===== src/design/mipd_pkg.sv =====
package mipd_pkg;

    localparam int unsigned CHAN_IDX_W = 5;

    localparam logic [5:0] PHASE_DATA_END = 6'd32;
    localparam logic [5:0] PHASE_LEADER   = 6'd62;
    localparam logic [5:0] PHASE_IDLE     = 6'd63;

    localparam logic [15:0] LEADER_MARK_RST  = 16'd9000;
    localparam logic [15:0] LEADER_SPACE_RST = 16'd4500;
    localparam logic [15:0] SHORT_PULSE_RST  = 16'd562;
    localparam logic [15:0] LONG_PULSE_RST   = 16'd1687;

    localparam logic [31:0] FIRST_BIT = 32'h8000_0000;

    // x/10 = (x * DIV10_MUL) >> DIV10_SHIFT, exact for x below 2^19
    localparam logic [18:0] DIV10_MUL   = 19'd419431;
    localparam int unsigned DIV10_SHIFT = 22;
    // x/7 = (x * DIV7_MUL) >> DIV7_SHIFT, exact for x below 2^20
    localparam logic [20:0] DIV7_MUL    = 21'd1198373;
    localparam int unsigned DIV7_SHIFT  = 23;

    typedef enum logic [7:0] {
        REG_LEADER_MARK  = 8'd0,
        REG_LEADER_SPACE = 8'd1,
        REG_SHORT_PULSE  = 8'd2,
        REG_LONG_PULSE   = 8'd3
    } cfg_reg_t;

    typedef enum logic [1:0] {
        ST_IDLE,
        ST_SCAN,
        ST_HOLD
    } ctrl_state_t;

    typedef struct packed {
        logic [31:0] edge_time;
        logic [31:0] shift_word;
        logic [5:0]  bit_phase;
    } chan_rec_t;

    localparam chan_rec_t CHAN_REC_RST = '{
        edge_time:  32'd0,
        shift_word: 32'd0,
        bit_phase:  PHASE_IDLE
    };

    typedef struct packed {
        logic                  load;
        logic                  issue;
        logic [CHAN_IDX_W-1:0] chan;
        logic                  finish;
    } ctrl_cmd_t;

    typedef struct packed {
        logic out_free;
    } dp_status_t;

    function automatic logic [15:0] win_lo(input logic [15:0] nominal);
        logic [18:0] x;
        logic [37:0] p;
        x = 19'(nominal) * 19'd7;
        p = 38'(x) * 38'(DIV10_MUL);
        return p[DIV10_SHIFT +: 16];
    endfunction

    function automatic logic [16:0] win_hi(input logic [15:0] nominal);
        logic [19:0] x;
        logic [40:0] p;
        x = 20'(nominal) * 20'd10;
        p = 41'(x) * 41'(DIV7_MUL);
        return p[DIV7_SHIFT +: 17];
    endfunction

endpackage


===== src/design/mipd_ctrl.sv =====
module mipd_ctrl #(
    parameter int unsigned CHANNELS = 32
) (
    input  logic                  aclk,
    input  logic                  aresetn,
    input  logic                  s_tvalid,
    output logic                  s_tready,
    input  mipd_pkg::dp_status_t  status,
    output mipd_pkg::ctrl_cmd_t   cmd
);
    import mipd_pkg::*;

    localparam int unsigned CNT_W = $clog2(CHANNELS + 3);
    localparam logic [CNT_W-1:0] CNT_CHANNELS = CNT_W'(CHANNELS);
    localparam logic [CNT_W-1:0] CNT_LAST = CNT_W'(CHANNELS + 2);

    ctrl_state_t state_reg, state_next;
    logic [CNT_W-1:0] cnt_reg, cnt_next;

    always_ff @(posedge aclk) begin
        if (!aresetn) begin
            state_reg <= ST_IDLE;
            cnt_reg   <= '0;
        end else begin
            state_reg <= state_next;
            cnt_reg   <= cnt_next;
        end
    end

    always_comb begin
        state_next = state_reg;
        cnt_next   = cnt_reg;
        case (state_reg)
            ST_IDLE: begin
                cnt_next = '0;
                if (s_tvalid) begin
                    state_next = ST_SCAN;
                end
            end
            ST_SCAN: begin
                cnt_next = cnt_reg + 1'b1;
                if (cnt_reg == CNT_LAST) begin
                    cnt_next   = '0;
                    state_next = status.out_free ? ST_IDLE : ST_HOLD;
                end
            end
            ST_HOLD: begin
                if (status.out_free) begin
                    state_next = ST_IDLE;
                end
            end
            default: begin
                state_next = ST_IDLE;
                cnt_next   = '0;
            end
        endcase
    end

    always_comb begin
        s_tready   = 1'b0;
        cmd.load   = 1'b0;
        cmd.issue  = 1'b0;
        cmd.chan   = CHAN_IDX_W'(cnt_reg);
        cmd.finish = 1'b0;
        case (state_reg)
            ST_IDLE: begin
                s_tready = 1'b1;
                cmd.load = s_tvalid;
            end
            ST_SCAN: begin
                cmd.issue  = (cnt_reg < CNT_CHANNELS);
                cmd.finish = (cnt_reg == CNT_LAST) && status.out_free;
            end
            ST_HOLD: begin
                cmd.finish = status.out_free;
            end
            default: begin
                s_tready = 1'b0;
            end
        endcase
    end

endmodule


===== config.mk =====
export PLATFORM = sky130hd
export DESIGN_NAME = mipd_ctrl
export DESIGN_NICKNAME = d
export VERILOG_FILES = /design/src/design/mipd_pkg.sv /design/src/design/mipd_ctrl.sv
export SDC_FILE = /design/constraint.sdc
export NUM_CORES = 1
export LEC_CHECK = 0
export BUFFER_PORTS_ARGS = -buffer_cell sky130_fd_sc_hd__buf_2
export CORE_MARGIN = 8
export CORE_UTILIZATION = 30
export DETAILED_ROUTE_END_ITERATION = 8
export PLACE_DENSITY = 0.58
export SLEW_MARGIN = 30
export SYNTH_ARGS = -nofsm -noshare
export SYNTH_HDL_FRONTEND = slang
export SYNTH_SLANG_ARGS = --single-unit

===== constraint.sdc =====
create_clock -name aclk -period 4 [get_ports aclk]
set_input_delay 0.6 -clock aclk [delete_from_list [all_inputs] [get_ports aclk]]
set_output_delay 0.6 -clock aclk [all_outputs]
set_load 0.005 [all_outputs]

[Yosys cells after proc, flatten, opt, wreduce, memory -nomap -nowiden]
Index checks and enable logic that the tools add are counted.
Storage, ports and cells
  register bits: 8
  input port bits: 4
Cells by class
  $add $sub $neg: 1
  muxes and demuxes: 11
  reduce and logical (&&, ||, !) cells: 3
  equal/unequal tests: 6
  $lt $le $gt $ge: 1
Operator list (count)
  6-bit one-hot mux with 2 select lines: 1
  2-bit 2-to-1 mux: 4
  6-bit by 1-bit adder with 6-bit output (second input constant): 1
  6-bit == test (second input constant): 1
  6-bit < comparator (second input constant): 1
  6-bit 2-to-1 mux: 1
  2-bit != test (second input constant): 3
  2-bit one-hot mux with 3 select lines: 1
  1-bit 2-to-1 mux: 3
  3-bit AND reduction: 1
  2-bit by 1-bit == test with 1-bit output (second input constant): 1
  2-bit == test (second input constant): 1
  2-bit logical NOT: 1
  1-bit one-hot mux with 2 select lines: 1
  1-bit logical AND: 1

[Depth between registers and ports, before layout]
  word-level depth: 3
  depth in mapped cells: 6
  gate-level depth less buffers: 6

[Worst setup path after synthesis]
OpenSTA, ideal clock, no wires.
  path type: reg-to-output
  from: register cnt_reg[0]
  to: output cmd[0] (netlist name)
  buffers on the path: 0
  stages on the path, launching flop included: 6
  data required time: 3.400 ns
  setup slack: 2.213 ns
  arrival: 1.187 ns
  cells stage by stage: dfxtp_1 inv_1 ha_1 or3b_4 nor3_2 o211a_1
RTL lines
  start, declared: line mipd_ctrl.sv:18  | logic [CNT_W-1:0] cnt_reg, cnt_next;
  start signal, assigned: line mipd_ctrl.sv:26  | cnt_reg <= cnt_next;
  end, declared: line mipd_ctrl.sv:9  | output mipd_pkg::ctrl_cmd_t cmd

==> results_dict.tcl <==
set metrics [dict create \
    antenna_found_initial 0 \
    avgViaCountPerCell 4.73 \
    netlist_area_um2 578 \
    finish.utilization 0.342 \
    dr.pass1.iters 4 \
    finalSetupViolCount 0 \
    synthToLayoutAreaGrowth_pct 11.5 \
    cp.required_ps 3400 \
    fp.coreArea_um2 1880 \
    crit_path_end_kind "output pin" \
    synth_mux_area_frac 0.0173 \
    r2r_slack_ps 2440 \
    fillers 215 \
    clock.fmax_mhz 452 \
    wl_um 1150 \
    synthAdderAreaFrac 0.130 \
    cts_resized 0 \
    slew_headroom 0.703 \
    ant_nets 0 \
    start_util 0.307 \
    path_clk_slew_ps 60 \
    intPower_mw 0.156 \
    grt_max_degree 17 \
    overflow 0 \
    die_area_um2 3590 \
    clock_skew_ps 2.57 \
    slew_viol_final 0 \
    ios 13 \
    die_x_um 59.9 \
    cpMaxStageDelayCell "or3b_4" \
    synth_area_leaders "dfxtp_1 (28%), ha_1 (13%), nand2_1 (7.1%), buf_4 (6.5%), nand3_1 (5.2%)" \
    seq_area_um2 160 \
    synth-xor-area-share 0 \
    cts_hold_buffers 0 \
    fin_tns_setup_ps 0 \
    reg2regPathDepth 5 \
    multiInputGateArea_um2 345 \
    antenna_cells 0 \
    yosys.area_share.simple 0.258 \
    worst_setup_path_endpoint "cmd[0]" \
    p_per_area_nw_per_um2 378 \
    crit_chain "ha_1 > or3b_4 > nor3_2 > o211a_1 > buf_2" \
    grt_usage 0.0713 \
    period_needed_ps 2210 \
    port_buffers 12 \
    hold_class "reg -> reg" \
    synthCells 74 \
    power_frac_seq 0.385 \
    p_clk_frac 0.263 \
    reg2reg_from "state_reg[0]" \
    cts_buffers 3 \
    cp.buffers_inverters 1 \
    vias 511 \
    clock_latency_ps 260 \
    synth_top_family_by_area "simple AND/OR/NAND/NOR gates" \
    hold_viol 0 \
    layout.nets 93 \
    status "finished, final reports clean" \
    drtIter0Drc 5 \
    cts.sinks 8 \
    synth-compound-area-share 0.193 \
    synth.avg_cell_area_um2 7.81 \
    critical_path_arrival_ps 1610 \
    yosysWarnings 0 \
    clockBufferDepth 2 \
    async_reset_ff_frac 0 \
    slowest_delay_ps 400 \
    critPathTopFamily "simple AND/OR/NAND/NOR gates" \
    p_comb_frac 0.352 \
    crit_cells 5 \
    ys_seq_area_frac 0.277 \
    vdd_drop_max_uv 184 \
    grt_first_pass_wirelength_um 1900 \
    critPathKind "reg -> out" \
    layout_setup_ws_ps 1790 \
    cts_root_buf "clkbuf_4" \
    dp_hpwl_um 886 \
    synth_top_area_frac 0.277 \
    max_cap_viol_count 0 \
    rows 16 \
    tightest_slew_ps 445 \
    worstPathMaxFanout 5 \
    drc 0 \
    synth_common_cells "nand2_1 (11), dfxtp_1 (8), ha_1 (6), nand3_1 (6), nor2_1 (6)" \
    power.leakage_nw 0.292 \
    largest_register_ff_count 6 \
    place_ws_ps 2040 \
    synth_nets 84 \
    synth_edf_count 0 \
    grt_pass1_vias 465 \
    cts_tree "done" \
    finalWeightedCongestion 0.747 \
    drive_gt1_frac 0.247 \
    yosysUniqueCellTypes 29 \
    switching_share 0.361 \
    crit_path_start "cnt_reg[1]" \
    htreeDepth 1 \
    yosysTopAreaCell "dfxtp_1" \
    synth-seq-cells 8 \
    startpoint_type "flop" \
    cts_setup_buffers 0 \
    die_height_um 59.9 \
    rsz0062_at_grt "no" \
    synthFlopType "dfxtp_1" \
    rr_endpoint "state_reg[1]" \
    layout_worst_path_cycle_share 0.553 \
    yosysMostFrequentCell "nand2_1" \
    switching_power_mw 0.0880 \
    routedWlPerCell_um 10.7 \
]
[worst min-delay path by stage]
| stage | from | to | slack (ps) | cells after the start |
|---|---|---|---|---|
| 6_report | state_reg[0] | state_reg[0] | 490 | 2 |
| 5_1_grt | state_reg[0] | state_reg[0] | 530 | 2 |
| 4_1_cts | state_reg[0] | state_reg[0] | 490 | 2 |
| 3_5_place_dp | state_reg[0] | state_reg[0] | 480 | 2 |
| 3_3_place_gp | state_reg[0] | state_reg[0] | 470 | 2 |
| 2_1_floorplan | state_reg[0] | state_reg[0] | 460 | 2 |
[cells by family (layout without fill, tap and decap cells)]
group                      after synthesis  in the layout
muxes                                    1              1
buffers and inverters                   14             21
DFF                                      8              8
and+or+nand+nor                         30             30
adders and majority gates                6              6
AOI/OAI and AO/OA                       15             15
[worst reg2reg max path, stage by stage (launching register included)]
cell,delay [ps]
dfxtp_1,350
inv_1,90
ha_1,360
a22oi_1,320
a31oi_1,120
a41o_1,220
[placed cells by master (no fill, tap or decap), types with 2 or more instances in the layout]
master | Yosys | final
nor2_1 | 6 | 6
a31oi_1 | 2 | 2
dfxtp_1 | 8 | 8
o211ai_1 | 3 | 3
inv_1 | 5 | 5
buf_2 | 1 | 12
o21ai_1 | 2 | 2
ha_1 | 6 | 6
nand3_1 | 6 | 6
clkbuf_4 | 0 | 3
nand2_1 | 11 | 11
[power groups by stage]
stage | registers (mW) | logic [mW] | clock network, mW
3_3_place_gp | 0.0948 | 0.0862 | 0
4_1_cts | 0.0939 | 0.0875 | 0.0648
5_1_grt | 0.0951 | 0.100 | 0.0679
3_5_place_dp | 0.0956 | 0.0868 | 0
6_report | 0.0938 | 0.0858 | 0.0641
2_1_floorplan | 0.0942 | 0.0661 | 0
[stage by stage]
stage	hold WS (ps)	cell area [um^2]	power, mW	std cells
6_report	487	644	0.244	108
5_1_grt	533	644	0.263	108
4_1_cts	493	644	0.246	108
2_1_floorplan	455	578	0.160	74
3_5_place_dp	485	622	0.182	105
3_3_place_gp	472	622	0.181	105
[per-layer routing]
metal  global-route usage  vias up  share of wire
met3               0.0215        5          0.038
met2                0.117        7           0.46
li1                     -      267              -
met1               0.0720      232           0.47
met4               0.0612        0          0.031
met5                    0        -              0
[area by class of cell]
cell class,instances,share of cell area
inverter,6,0.0350
sequential,8,0.249
multi-input combinational,52,0.536
clock buffer,3,0.0350
tap,27,0.0524
timing repair buffer,12,0.0932
No activity file was read; power rests on OpenSTA's default activity.
